[src/design/itar_pkg.sv]
`timescale 1ns / 1ps
// ----------------------------------------------------------------------------
// itar_pkg: shared types and constants for the integer to ASCII converter
// Payload structs, queue sizes, divider sizing and the digit to ASCII map.
// ----------------------------------------------------------------------------
package itar_pkg;

	localparam int VALUE_WIDTH = 32;
	localparam int RADIX_W     = 6;
	localparam int CHAR_W      = 7;
	localparam int REM_W       = RADIX_W + 1;

	localparam logic [RADIX_W-1:0] MIN_RADIX = RADIX_W'(2);
	localparam logic [RADIX_W-1:0] MAX_RADIX = RADIX_W'(36);

	localparam logic [CHAR_W-1:0] DECIMAL_LIMIT = CHAR_W'(10);
	localparam logic [CHAR_W-1:0] CH_ZERO       = CHAR_W'(48);
	localparam logic [CHAR_W-1:0] CH_UPPER_A    = CHAR_W'(65);
	localparam logic [CHAR_W-1:0] CH_MINUS      = CHAR_W'(45);

	// Digit store addressing and digit count
	localparam int ADDR_W = $clog2(VALUE_WIDTH);
	localparam int CNT_W  = $clog2(VALUE_WIDTH + 1);

	// Divider: quotient bits resolved per cycle, cycles per digit
	localparam int DIV_BITS   = 8;
	localparam int DIV_CYCLES = (VALUE_WIDTH + DIV_BITS - 1) / DIV_BITS;
	localparam int PAD_W      = DIV_CYCLES * DIV_BITS;
	localparam int STEP_W     = (DIV_CYCLES > 1) ? $clog2(DIV_CYCLES) : 1;

	// Queue between front and back, and the result queue (powers of two)
	localparam int FQ_DEPTH = 2;
	localparam int FQ_PTR_W = $clog2(FQ_DEPTH);
	localparam int FQ_CNT_W = $clog2(FQ_DEPTH + 1);
	localparam int OQ_DEPTH = 4;
	localparam int OQ_PTR_W = $clog2(OQ_DEPTH);
	localparam int OQ_CNT_W = $clog2(OQ_DEPTH + 1);

	typedef struct packed {
		logic signed [VALUE_WIDTH-1:0] value;
		logic [RADIX_W-1:0]            radix;
	} in_item_t;

	typedef struct packed {
		logic [CHAR_W-1:0] character;
		logic              last;
	} out_item_t;

	typedef struct packed {
		logic [VALUE_WIDTH-1:0] magnitude;
		logic [RADIX_W-1:0]     radix;
		logic                   negative;
	} work_t;

	function automatic logic [CHAR_W-1:0] digit_ascii(input logic [RADIX_W-1:0] d);
		logic [CHAR_W-1:0] d7;
		d7 = CHAR_W'(d);
		if (d7 < DECIMAL_LIMIT) begin
			return CH_ZERO + d7;
		end
		return CH_UPPER_A + d7 - DECIMAL_LIMIT;
	endfunction

endpackage

[src/design/itar_front.sv]
`timescale 1ns / 1ps
// ----------------------------------------------------------------------------
// itar_front: input side of the converter
// Clamps the radix, splits sign and magnitude, and queues the work items.
// ----------------------------------------------------------------------------
module itar_front (
	input  logic               clk,
	input  logic               arst_n,
	input  logic               push,
	output logic               full,
	input  itar_pkg::in_item_t request,
	output logic               work_vld,
	input  logic               work_rdy,
	output itar_pkg::work_t    work
);

	itar_pkg::work_t                    entry_q [itar_pkg::FQ_DEPTH];
	itar_pkg::work_t                    classified;
	logic [itar_pkg::FQ_PTR_W-1:0]      wr_ptr_q;
	logic [itar_pkg::FQ_PTR_W-1:0]      rd_ptr_q;
	logic [itar_pkg::FQ_CNT_W-1:0]      count_q;
	logic [itar_pkg::VALUE_WIDTH-1:0]   raw;
	logic                               wr;
	logic                               rd;

	// Classify: sign, unsigned magnitude, clamped radix
	always_comb begin
		raw                 = request.value;
		classified.negative = raw[itar_pkg::VALUE_WIDTH-1];
		classified.magnitude = classified.negative ? (~raw + 1'b1) : raw;
		if (request.radix inside {[0:1]}) begin
			classified.radix = itar_pkg::MIN_RADIX;
		end else if (request.radix > itar_pkg::MAX_RADIX) begin
			classified.radix = itar_pkg::MAX_RADIX;
		end else begin
			classified.radix = request.radix;
		end
	end

	assign full     = (count_q == itar_pkg::FQ_CNT_W'(itar_pkg::FQ_DEPTH));
	assign work_vld = (count_q != '0);
	assign work     = entry_q[rd_ptr_q];
	assign wr       = push && !full;
	assign rd       = work_vld && work_rdy;

	always_ff @(posedge clk) begin
		if (wr) begin
			entry_q[wr_ptr_q] <= classified;
		end
	end

	always_ff @(posedge clk or negedge arst_n) begin
		if (!arst_n) begin
			wr_ptr_q <= '0;
			rd_ptr_q <= '0;
			count_q  <= '0;
		end else begin
			if (wr) begin
				wr_ptr_q <= wr_ptr_q + 1'b1;
			end
			if (rd) begin
				rd_ptr_q <= rd_ptr_q + 1'b1;
			end
			case ({wr, rd})
				2'b10:   count_q <= count_q + 1'b1;
				2'b01:   count_q <= count_q - 1'b1;
				default: count_q <= count_q;
			endcase
		end
	end

`ifndef SYNTHESIS
	a_front_count: assert property (@(posedge clk) disable iff (!arst_n)
		count_q <= itar_pkg::FQ_CNT_W'(itar_pkg::FQ_DEPTH))
		else $error("front queue over-filled");
`endif

endmodule

[src/design/itar_back.sv]
`timescale 1ns / 1ps
// ----------------------------------------------------------------------------
// itar_back: digit generation and character issue
// Divides the magnitude by the radix, stores digits, then issues the text.
// ----------------------------------------------------------------------------
module itar_back (
	input  logic                          clk,
	input  logic                          arst_n,
	input  logic                          work_vld,
	output logic                          work_rdy,
	input  itar_pkg::work_t               work,
	input  logic [itar_pkg::OQ_CNT_W-1:0] free,
	output logic                          out_wr,
	output itar_pkg::out_item_t           out_item
);

	typedef enum logic [3:0] {
		ST_IDLE = 4'b0001,
		ST_DIV  = 4'b0010,
		ST_SIGN = 4'b0100,
		ST_EMIT = 4'b1000
	} back_state_t;

	back_state_t                        state_q;
	logic [itar_pkg::PAD_W-1:0]         quot_q;
	logic [itar_pkg::REM_W-1:0]         rem_q;
	logic [itar_pkg::RADIX_W-1:0]       radix_q;
	logic                               neg_q;
	logic [itar_pkg::STEP_W-1:0]        step_q;
	logic [itar_pkg::CNT_W-1:0]         count_q;
	logic [itar_pkg::ADDR_W-1:0]        rd_ptr_q;
	logic [itar_pkg::RADIX_W-1:0]       digit_mem [itar_pkg::VALUE_WIDTH];

	logic [itar_pkg::PAD_W-1:0]         quot_c;
	logic [itar_pkg::REM_W-1:0]         rem_c;
	logic                               digit_done;
	logic                               conv_done;
	logic [itar_pkg::CNT_W-1:0]         count_inc;
	logic                               room;
	logic                               issue_sign;
	logic                               issue_digit;

	logic                               vld_s1;
	logic                               sign_s1;
	logic                               last_s1;
	logic [itar_pkg::RADIX_W-1:0]       digit_s1;

	// One slice of restoring division: DIV_BITS quotient bits per cycle
	always_comb begin
		rem_c  = rem_q;
		quot_c = quot_q;
		for (int i = 0; i < itar_pkg::DIV_BITS; i++) begin
			rem_c  = {rem_c[itar_pkg::REM_W-2:0], quot_c[itar_pkg::PAD_W-1]};
			quot_c = {quot_c[itar_pkg::PAD_W-2:0], 1'b0};
			if (rem_c >= itar_pkg::REM_W'(radix_q)) begin
				rem_c     = rem_c - itar_pkg::REM_W'(radix_q);
				quot_c[0] = 1'b1;
			end
		end
	end

	assign digit_done = (state_q == ST_DIV) &&
		(step_q == itar_pkg::STEP_W'(itar_pkg::DIV_CYCLES - 1));
	assign count_inc  = count_q + 1'b1;
	assign conv_done  = (quot_c == '0) ||
		(count_inc == itar_pkg::CNT_W'(itar_pkg::VALUE_WIDTH));

	// Credit check: keep one slot free for each character still in flight
	assign room        = (free > itar_pkg::OQ_CNT_W'(vld_s1));
	assign issue_sign  = (state_q == ST_SIGN) && room;
	assign issue_digit = (state_q == ST_EMIT) && room;
	assign work_rdy    = (state_q == ST_IDLE);

	always_ff @(posedge clk) begin
		if (digit_done) begin
			digit_mem[count_q[itar_pkg::ADDR_W-1:0]] <= rem_c[itar_pkg::RADIX_W-1:0];
		end
		if (issue_digit) begin
			digit_s1 <= digit_mem[rd_ptr_q];
		end
	end

	always_ff @(posedge clk) begin
		case (state_q)
			ST_IDLE: begin
				quot_q  <= itar_pkg::PAD_W'(work.magnitude);
				rem_q   <= '0;
				radix_q <= work.radix;
				neg_q   <= work.negative;
			end
			ST_DIV: begin
				if (digit_done) begin
					quot_q <= quot_c;
					rem_q  <= '0;
				end else begin
					quot_q <= quot_c;
					rem_q  <= rem_c;
				end
			end
			default: begin
				quot_q <= quot_q;
			end
		endcase
		if (issue_sign || issue_digit) begin
			sign_s1 <= issue_sign;
			last_s1 <= issue_digit && (rd_ptr_q == '0);
		end
	end

	always_ff @(posedge clk or negedge arst_n) begin
		if (!arst_n) begin
			state_q  <= ST_IDLE;
			step_q   <= '0;
			count_q  <= '0;
			rd_ptr_q <= '0;
			vld_s1   <= 1'b0;
		end else begin
			vld_s1 <= issue_sign || issue_digit;
			case (state_q)
				ST_IDLE: begin
					step_q  <= '0;
					count_q <= '0;
					if (work_vld) begin
						state_q <= ST_DIV;
					end
				end
				ST_DIV: begin
					if (digit_done) begin
						step_q  <= '0;
						count_q <= count_inc;
						if (conv_done) begin
							// Most significant digit sits at the last written slot
							rd_ptr_q <= count_q[itar_pkg::ADDR_W-1:0];
							state_q  <= neg_q ? ST_SIGN : ST_EMIT;
						end
					end else begin
						step_q <= step_q + 1'b1;
					end
				end
				ST_SIGN: begin
					if (issue_sign) begin
						state_q <= ST_EMIT;
					end
				end
				ST_EMIT: begin
					if (issue_digit) begin
						if (rd_ptr_q == '0) begin
							state_q <= ST_IDLE;
						end else begin
							rd_ptr_q <= rd_ptr_q - 1'b1;
						end
					end
				end
				default: begin
					state_q <= ST_IDLE;
				end
			endcase
		end
	end

	assign out_wr             = vld_s1;
	assign out_item.character = sign_s1 ? itar_pkg::CH_MINUS : itar_pkg::digit_ascii(digit_s1);
	assign out_item.last      = last_s1;

`ifndef SYNTHESIS
	a_emit_in_range: assert property (@(posedge clk) disable iff (!arst_n)
		(state_q == ST_EMIT) |-> (itar_pkg::CNT_W'(rd_ptr_q) < count_q))
		else $error("digit read beyond produced digits");
	a_sign_not_last: assert property (@(posedge clk) disable iff (!arst_n)
		vld_s1 |-> !(sign_s1 && last_s1))
		else $error("sign marked as final character");
`endif

endmodule

[src/design/itar_outq.sv]
`timescale 1ns / 1ps
// ----------------------------------------------------------------------------
// itar_outq: result queue
// Holds issued characters until the receiver pops them; reports free slots.
// ----------------------------------------------------------------------------
module itar_outq (
	input  logic                          clk,
	input  logic                          arst_n,
	input  logic                          wr,
	input  itar_pkg::out_item_t           wr_item,
	output logic [itar_pkg::OQ_CNT_W-1:0] free,
	output logic                          empty,
	input  logic                          pop,
	output itar_pkg::out_item_t           result
);

	itar_pkg::out_item_t             entry_q [itar_pkg::OQ_DEPTH];
	logic [itar_pkg::OQ_PTR_W-1:0]   wr_ptr_q;
	logic [itar_pkg::OQ_PTR_W-1:0]   rd_ptr_q;
	logic [itar_pkg::OQ_CNT_W-1:0]   count_q;
	logic                            rd;

	assign empty  = (count_q == '0);
	assign free   = itar_pkg::OQ_CNT_W'(itar_pkg::OQ_DEPTH) - count_q;
	assign result = entry_q[rd_ptr_q];
	assign rd     = pop && !empty;

	always_ff @(posedge clk) begin
		if (wr) begin
			entry_q[wr_ptr_q] <= wr_item;
		end
	end

	always_ff @(posedge clk or negedge arst_n) begin
		if (!arst_n) begin
			wr_ptr_q <= '0;
			rd_ptr_q <= '0;
			count_q  <= '0;
		end else begin
			if (wr) begin
				wr_ptr_q <= wr_ptr_q + 1'b1;
			end
			if (rd) begin
				rd_ptr_q <= rd_ptr_q + 1'b1;
			end
			case ({wr, rd})
				2'b10:   count_q <= count_q + 1'b1;
				2'b01:   count_q <= count_q - 1'b1;
				default: count_q <= count_q;
			endcase
		end
	end

`ifndef SYNTHESIS
	a_no_overflow: assert property (@(posedge clk) disable iff (!arst_n)
		wr |-> (count_q != itar_pkg::OQ_CNT_W'(itar_pkg::OQ_DEPTH)))
		else $error("character written into a full result queue");
`endif

endmodule

[src/design/integer_to_ascii_radix.sv]
`timescale 1ns / 1ps
// ----------------------------------------------------------------------------
// integer_to_ascii_radix: signed integer to ASCII text in base 2 to 36
// Front classifies, back divides and issues characters, queue holds results.
// ----------------------------------------------------------------------------
// Usage:
//   Input queue: drive request (value, radix) and raise push; a transfer
//   happens on a clock edge with push high and full low. The front takes up
//   to two items ahead of the converter.
//   Result queue: while empty is low, result holds the oldest character;
//   a transfer happens on an edge with pop high and empty low. The text runs
//   most significant first, '-' leads a negative value, last marks the end.
//   Timing: the shared divider resolves 8 quotient bits per cycle; all
//   digits of an item are found before its first character is issued.
//   Items are converted one at a time; characters leave at one per
//   cycle while the result queue has room.
//   Reset (arst_n low) empties both queues and returns the converter to idle.
//   When the receiver stalls, the result queue fills and character issue
//   holds; the front still takes items until its own queue is full.
// ----------------------------------------------------------------------------
module integer_to_ascii_radix (
	input  logic                clk,
	input  logic                arst_n,
	input  logic                push,
	output logic                full,
	input  itar_pkg::in_item_t  request,
	output logic                empty,
	input  logic                pop,
	output itar_pkg::out_item_t result
);

	logic                          work_vld;
	logic                          work_rdy;
	itar_pkg::work_t               work;
	logic [itar_pkg::OQ_CNT_W-1:0] free;
	logic                          out_wr;
	itar_pkg::out_item_t           out_item;

	// Accept and classify items, buffer them ahead of the converter
	itar_front u_front (
		.clk      (clk),
		.arst_n   (arst_n),
		.push     (push),
		.full     (full),
		.request  (request),
		.work_vld (work_vld),
		.work_rdy (work_rdy),
		.work     (work)
	);

	// Convert one item at a time; issue only with credit in the result queue
	itar_back u_back (
		.clk      (clk),
		.arst_n   (arst_n),
		.work_vld (work_vld),
		.work_rdy (work_rdy),
		.work     (work),
		.free     (free),
		.out_wr   (out_wr),
		.out_item (out_item)
	);

	// Hold characters until the receiver pops them
	itar_outq u_outq (
		.clk     (clk),
		.arst_n  (arst_n),
		.wr      (out_wr),
		.wr_item (out_item),
		.free    (free),
		.empty   (empty),
		.pop     (pop),
		.result  (result)
	);

endmodule

[config.mk]
export PLATFORM = sky130hd
export DESIGN_NAME = integer_to_ascii_radix
export DESIGN_NICKNAME = d
export VERILOG_FILES = /design/src/design/itar_pkg.sv /design/src/design/itar_front.sv /design/src/design/itar_back.sv /design/src/design/itar_outq.sv /design/src/design/integer_to_ascii_radix.sv
export SDC_FILE = /design/constraint.sdc
export NUM_CORES = 1
export LEC_CHECK = 0
export ABC_AREA = 1
export CAP_MARGIN = 10
export CORE_MARGIN = 4
export CORE_UTILIZATION = 40
export CTS_CLUSTER_DIAMETER = 100
export DETAILED_ROUTE_END_ITERATION = 6
export DONT_BUFFER_PORTS = 1
export PLACE_DENSITY = 0.62
export SLEW_MARGIN = 25
export SYNTH_ARGS = -nofsm -noshare
export SYNTH_HDL_FRONTEND = slang
export SYNTH_SLANG_ARGS = --single-unit
[constraint.sdc]
create_clock -name clk -period 12.55 [get_ports clk]
set_clock_uncertainty 0.1 [all_clocks]
set_input_delay 1.255 -clock clk [delete_from_list [all_inputs] [get_ports clk]]
set_output_delay 1.255 -clock clk [all_outputs]
set_load 0.01 [all_outputs]
[Yosys cells after proc, flatten, opt, wreduce, memory -nomap -nowiden]
Memory sizes are Yosys's and may differ from the RTL's. A register that Yosys moved wholly into a read port is not among the register bits.
Cells that the tools add are included.
Word-level totals
  input bits: 42
  output and inout port bits: 10
  word-level logic and storage cells: 150
  register bits after elaboration: 76
  memory bits (writable): 302
  memories kept: 3
Memory list
  u_back.digit_mem: depth 32, width 6, read ports 1, clocked after Yosys merged registers in 1, write ports 1, line itar_back.sv:32  | logic [itar_pkg::RADIX_W-1:0] digit_mem [itar_pkg::VALUE_WIDTH];
  u_front.entry_q: depth 2, width 39, read ports 1, clocked after Yosys merged registers in 0, write ports 1, line itar_front.sv:17  | itar_pkg::work_t entry_q [itar_pkg::FQ_DEPTH];
  u_outq.entry_q: depth 4, width 8, read ports 1, clocked after Yosys merged registers in 0, write ports 1, line itar_outq.sv:17  | itar_pkg::out_item_t entry_q [itar_pkg::OQ_DEPTH];
Operators by class
  add/sub/neg operators: 24
  bitwise operators: 1
  multiplexer cells: 51
  reduce and logical (&&, ||, !) cells: 23
  $lt $le $gt $ge: 13
  equal/unequal tests: 18
Operators by type and width (number)
  $mux W6: 12
  $pmux W32 S2: 1
  $ge A7 B6 Y1: 8
  $sub A6 B6 Y6: 8
  $add A32 B1 Y32 const B: 1
  $logic_not A32 Y1: 1
  $mux W32: 1
  $not A32 Y32: 1
  $mux W4: 7
  $pmux W6 S2: 2
  $mux W7: 3
  $mux W5: 4
  $pmux W4 S4: 1
  $mux W1: 15
  $ne A2 B1 Y1 const B: 5
  $pmux W5 S2: 1
  $reduce_bool A2 Y1: 5
  $add A2 B1 Y2 const B: 4
  $eq A2 B2 Y1 const B: 4
  $logic_and A1 B1 Y1: 8
  $pmux W2 S2: 2
  $add A6 B6 Y7 const A: 1
  $add A7 B6 Y7 const A: 1
  $sub A7 B4 Y7 const B: 1
  28 further kinds: 33

[Longest topological paths before layout]
  depth after elaboration: 21
  depth in mapped cells: 92

[By module]
A second synthesis with hierarchy kept.
Unflattened totals
  cells, all modules: 1960
  area, all modules: 19511.2 um2
Modules (own cells, without submodules)
  itar_back: area each 13674.4 um2, cells an instance 1356, times used 1
  itar_front: area each 4100.2 um2, cells an instance 454, times used 1
  itar_outq: area each 1736.7 um2, cells an instance 150, times used 1

[Worst setup path after synthesis]
No wires, ideal clock.
  path kind: register -> register
  start: register u_back.radix_q[1] (netlist name)
  end: memory u_back.digit_mem[0][4] (netlist name), data pin
  path buffers: 4
  data required time: 12.057 ns
  arrival: 12.401 ns
  stages on the path, launching flop included: 86
  path slack: -0.343 ns
  path through: edfxtp_1 -> inv_1 -> ha_1 -> nand3_1 -> nand2_1 -> nand2_2 -> nand3_4 -> nand2_1 -> nand2_1 -> ha_1 -> nand2_1 -> inv_1 -> nand3b_1 -> nand3_1 -> a21oi_1 -> nand3_2 -> buf_6 -> inv_1 -> [... 50 more ...] -> o31ai_1 -> o21bai_1 -> a21oi_1 -> nand3_4 -> o21ai_0 -> inv_1 -> ha_1 -> a21oi_1 -> o21bai_1 -> a21oi_1 -> nor2_1 -> nor2_1 -> o21ai_0 -> a21oi_1 -> nand3_4 -> buf_6 -> nand2_1 -> nand2_1
Between the ends
  longest elaborated chain between the ends: 16
  elaborated cells between the ends (all ways): 24
  those cells by class: add/sub: 8; order compare: 8; mux: 8
Ends and longest elaborated chain
  from (decl): line itar_back.sv:27  | logic [itar_pkg::RADIX_W-1:0] radix_q;
  from (signal assigned): line itar_back.sv:88  | radix_q <= work.radix;
  $sub A6 B6 Y6 or $ge A7 B6 Y1 (tied branches): line itar_back.sv:56, itar_back.sv:55
  $mux W6: line itar_back.sv:55  | if (rem_c >= itar_pkg::REM_W'(radix_q)) begin
  $sub A6 B6 Y6 or $ge A7 B6 Y1 (tied branches): line itar_back.sv:56, itar_back.sv:55
  $mux W6: line itar_back.sv:55
  $sub A6 B6 Y6 or $ge A7 B6 Y1 (tied branches): line itar_back.sv:56, itar_back.sv:55
  $mux W6: line itar_back.sv:55
  $sub A6 B6 Y6 or $ge A7 B6 Y1 (tied branches): line itar_back.sv:56, itar_back.sv:55
  $mux W6: line itar_back.sv:55
  $sub A6 B6 Y6 or $ge A7 B6 Y1 (tied branches): line itar_back.sv:56, itar_back.sv:55
  $mux W6: line itar_back.sv:55
  $ge A7 B6 Y1 or $sub A6 B6 Y6 (tied branches): line itar_back.sv:55, itar_back.sv:56
  $mux W6: line itar_back.sv:55
  $sub A6 B6 Y6 or $ge A7 B6 Y1 (tied branches): line itar_back.sv:56, itar_back.sv:55
  $mux W6: line itar_back.sv:55
  $sub A6 B6 Y6 or $ge A7 B6 Y1 (tied branches): line itar_back.sv:56, itar_back.sv:55
  $mux W6 (*): line itar_back.sv:55
  via u_back.rem_c, one bit: line itar_back.sv:35  | logic [itar_pkg::REM_W-1:0] rem_c;
  to (decl): line itar_back.sv:32
The timed path passes the listed nets; every way through them passes the cells marked *.

[Worst setup path after layout]
  start: register u_back.radix_q[0] (netlist name)
  end: memory u_back.digit_mem[24][5] (netlist name), data pin
Between the ends
  longest elaborated chain between the ends: 16
  elaborated cells between the ends (all ways): 24
  those cells by class: add/sub: 8; order compare: 8; mux: 8
Ends and longest elaborated chain (line)
  $sub A6 B6 Y6 or $ge A7 B6 Y1 (tied branches): itar_back.sv:56, itar_back.sv:55
  $mux W6: itar_back.sv:55
  $sub A6 B6 Y6 or $ge A7 B6 Y1 (tied branches): itar_back.sv:56, itar_back.sv:55
  $mux W6: itar_back.sv:55
  $sub A6 B6 Y6 or $ge A7 B6 Y1 (tied branches): itar_back.sv:56, itar_back.sv:55
  $mux W6: itar_back.sv:55
  $sub A6 B6 Y6 or $ge A7 B6 Y1 (tied branches): itar_back.sv:56, itar_back.sv:55
  $mux W6: itar_back.sv:55
  $sub A6 B6 Y6 or $ge A7 B6 Y1 (tied branches): itar_back.sv:56, itar_back.sv:55
  $mux W6: itar_back.sv:55
  $sub A6 B6 Y6 or $ge A7 B6 Y1 (tied branches): itar_back.sv:56, itar_back.sv:55
  $mux W6: itar_back.sv:55
  $ge A7 B6 Y1 or $sub A6 B6 Y6 (tied branches): itar_back.sv:55, itar_back.sv:56
  $mux W6: itar_back.sv:55
  $sub A6 B6 Y6 or $ge A7 B6 Y1 (tied branches): itar_back.sv:56, itar_back.sv:55
  $mux W6 (*): itar_back.sv:55
  via u_back.rem_c, one bit: itar_back.sv:35
Marks and branches as above.

==> flow_metrics.env <==
export IMPL_finalCriticalPeriod_ps=11970
export IMPL_grt_overflow=0
export IMPL_endpoint_kind="flip-flop"
export IMPL_syn_cell_area_um2=19000
export IMPL_seqCellArea_um2=11400
export IMPL_crit_required_ps=12740
export IMPL_cpPeakStageDelay_ps=460
export IMPL_die_area_um2=51100
export IMPL_status="complete, no violations"
export IMPL_io_pins=52
export IMPL_worst_r2r_endpoint="u_back.digit_mem[24][5]$_DFFE_PP_"
export IMPL_coreArea_um2=46800
export IMPL_wl_mm=44.0
export IMPL_grt_max_degree=101
export IMPL_fill_cells=4141
export IMPL_crit_top_cell="nand2_1"
export IMPL_die_x_um=226
export IMPL_crit_end="u_back.digit_mem[24][5]$_DFFE_PP_"
export IMPL_max_freq_ghz=0.0835
export IMPL_cp_slowest_cell="edfxtp_1"
export IMPL_hold_violations=0
export IMPL_root_buffer="clkbuf_16"
export IMPL_ys_types=53
export IMPL_yosysWarnings=0
export IMPL_synth_nets=1903
export IMPL_clock_sinks=384
export IMPL_path_clk_slew_ps=70
export IMPL_cp_max_fo=32
export IMPL_slew_violations=0
export IMPL_vias_per_cell=5.27
export IMPL_fin_crit_sh_pct=95.4
export IMPL_cts_buffers=43
export IMPL_area_growth_pct=15.6
export IMPL_htreeDepth=2
export IMPL_pre_cts_slack_ps=-498
export IMPL_portBuffers=0
export IMPL_rr_worst_depth=83
export IMPL_drc=0
export IMPL_vias=13100
export IMPL_grt_pass1_wl_mm=67.5
export IMPL_cp_startpoint="u_back.radix_q[0]$_DFFE_PP_"
export IMPL_yosysSeqAreaShare_pct=59.9
export IMPL_tritoncts="built"
export IMPL_dr_first_iter_drc_count=909
export IMPL_antenna_left=0
export IMPL_path_class="flip-flop to flip-flop"
export IMPL_grt_usage_pct=16.7
export IMPL_cp_start_kind="flip-flop"
export IMPL_finalNetCount=1961
export IMPL_power_density_nw_per_um2=132
export IMPL_arrival_ps=12170
export IMPL_rows=79
export IMPL_ys_ff_latch=384
export IMPL_gp_congestion=0.892
export IMPL_vdd_drop_max_uv=103
export IMPL_drive_gt1_share_pct=14.5
export IMPL_worst_slack_ps=575
export IMPL_grt_pass1_vias=12400
export IMPL_final_common_cell="edfxtp_1"
export IMPL_setup_violations=0
export IMPL_max_cap_violations=0
export IMPL_drtPass1Iterations=5
export IMPL_synth_cells=1785
export IMPL_r2r_start="u_back.radix_q[0]$_DFFE_PP_"
export IMPL_multi_input_area_um2=7030
export IMPL_clock_latency_ps=570
export IMPL_worstMarginPinSlew_ps=922
export IMPL_clock_path_buffers=3
export IMPL_dp_hpwl_mm=28.8
export IMPL_relSlewSlack_pct=38.2
export IMPL_final_cell_mix="edfxtp_1, nand2_1, nor2_1"
export IMPL_wl_per_cell_um=17.7
export IMPL_die_y_um=226
export IMPL_postSynthAreaPerCell_um2=10.7
export IMPL_start_util_pct=40.7
export IMPL_p_leak_nw=8.54
export IMPL_antenna_found_initial=1
export IMPL_hp_class="primary input to async pin"
export IMPL_post_route_util_pct=47.1
export IMPL_finalSetupTns_ps=0
export IMPL_rrSetupSlack_ps=580
export IMPL_antenna_cells=0
timing repair:
action	in CTS	in global routing
endpoints found under the setup margin	208	208
buffers inserted	4	32
gates cloned	0	1
resized for setup	15	88
pin swaps	5	43
hold buffers	0	0
synthesized netlist by cell type (all sizes together):
cell | count | area share [%]
ha | 67 | 4.4
nand3b | 5 | 0.20
dfstp | 1 | 0.14
o22ai | 45 | 1.5
a211oi | 2 | 0.079
xor2 | 48 | 2.2
buf | 9 | 0.38
nand3 | 67 | 2.4
clkbuf | 58 | 1.1
o221ai | 16 | 0.74
mux2 | 7 | 0.41
clkinv | 3 | 0.059
nand4 | 24 | 0.79
o221a | 1 | 0.059
or2 | 5 | 0.16
a21oi | 47 | 1.4
mux2i | 7 | 0.37
nor3b | 3 | 0.12
fa | 9 | 0.95
and3b | 1 | 0.046
edfxtp | 355 | 56
o21bai | 5 | 0.20
nor2 | 216 | 4.3
nor4 | 4 | 0.13
a31o | 1 | 0.046
a31oi | 2 | 0.066
o211ai | 26 | 1.0
dfrtp | 28 | 3.7
nand2 | 254 | 5.2
o41ai | 1 | 0.046
o21a | 1 | 0.039
a221oi | 2 | 0.092
xnor2 | 23 | 1.1
o31ai | 2 | 0.079
nor3 | 15 | 0.39
o21ai | 228 | 6.1
inv | 197 | 3.9
how the worst min path moves through the flow:
stage | startpoint | to | slack, ps | depth (start not counted)
floorplan | u_outq.count_q[0]$_DFFE_PN0P_ | u_outq.count_q[0]$_DFFE_PN0P_ | 350 | 1
CTS | arst_n | u_front.rd_ptr_q$_DFFE_PN0P_ | 250 | 0
detailed placement | u_outq.count_q[0]$_DFFE_PN0P_ | u_outq.count_q[0]$_DFFE_PN0P_ | 360 | 1
finish | arst_n | u_front.rd_ptr_q$_DFFE_PN0P_ | 290 | 0
global placement | u_outq.count_q[0]$_DFFE_PN0P_ | u_outq.count_q[0]$_DFFE_PN0P_ | 360 | 1
global route | arst_n | u_front.rd_ptr_q$_DFFE_PN0P_ | 250 | 0
power breakdown:
group	internal [mW]	total, mW	switching, mW
logic	0.0587	0.196	0.137
registers	1.47	1.50	0.0320
clock network	0.713	1.21	0.502
total	2.24	2.91	0.670
sequential cells by signal (all words and copies together) (netlist names), 3 cells and up:
name / flops
u_back.rd_ptr_q: 5
u_back.rem_q: 6
u_back.digit_mem: 192
u_back.quot_q: 32
u_front.entry_q: 78
u_back.state_q: 4
u_outq.count_q: 3
u_outq.entry_q: 32
u_back.radix_q: 6
u_back.count_q: 6
u_back.digit_s1: 6
metrics by stage:
| stage | total power, mW | cell area, µm² | hold WS (ps) | std cells |
|---|---|---|---|---|
| after floorplan | 1.67 | 19000 | 346 | 1785 |
| after global placement | 1.72 | 19900 | 364 | 2367 |
| after detailed placement | 1.73 | 19900 | 364 | 2367 |
| after CTS | 2.94 | 21300 | 253 | 2450 |
| after global routing | 3.03 | 22000 | 254 | 2484 |
| final | 2.91 | 22000 | 287 | 2484 |
kinds of logic after synthesis:
kind of cell             share of synthesized area (%)
flip-flops                                        59.9
adder cells (fa/ha/maj)                           5.35
AO/OA/AOI/OAI                                     11.4
buffers and inverters                             5.49
multiplexers                                     0.783
XOR/XNOR                                          3.27
AND/OR/NAND/NOR                                   13.8
area by class of cell:
class | count | area share (%)
Clock buffer | 59 | 5.44
Clock inverter | 20 | 0.813
Inverter | 200 | 3.56
Multi-Input combinational cell | 1135 | 32.0
Sequential cell | 384 | 51.8
Tap cell | 607 | 3.45
Timing Repair Buffer | 79 | 2.97
routing by layer:
metal	vias up	wire, µm	global-route usage (%)
li1	6360	-	-
met1	6270	19900	23.4
met2	359	20300	26.5
met3	96	2620	3.43
met4	2	1160	4.67
met5	-	13	0
worst max-delay path, delay by kind of cell, from the launching register on:
| kind | cells | cell delay [ps] |
|---|---|---|
| simple gates | 26 | 2580 |
| compound gates | 32 | 4600 |
| buf+inv | 15 | 1310 |
| xor+xnor | 1 | 170 |
| fa+ha+maj | 9 | 2410 |
| flops | 1 | 460 |
Note: power is estimated with default switching activity, not from simulation.
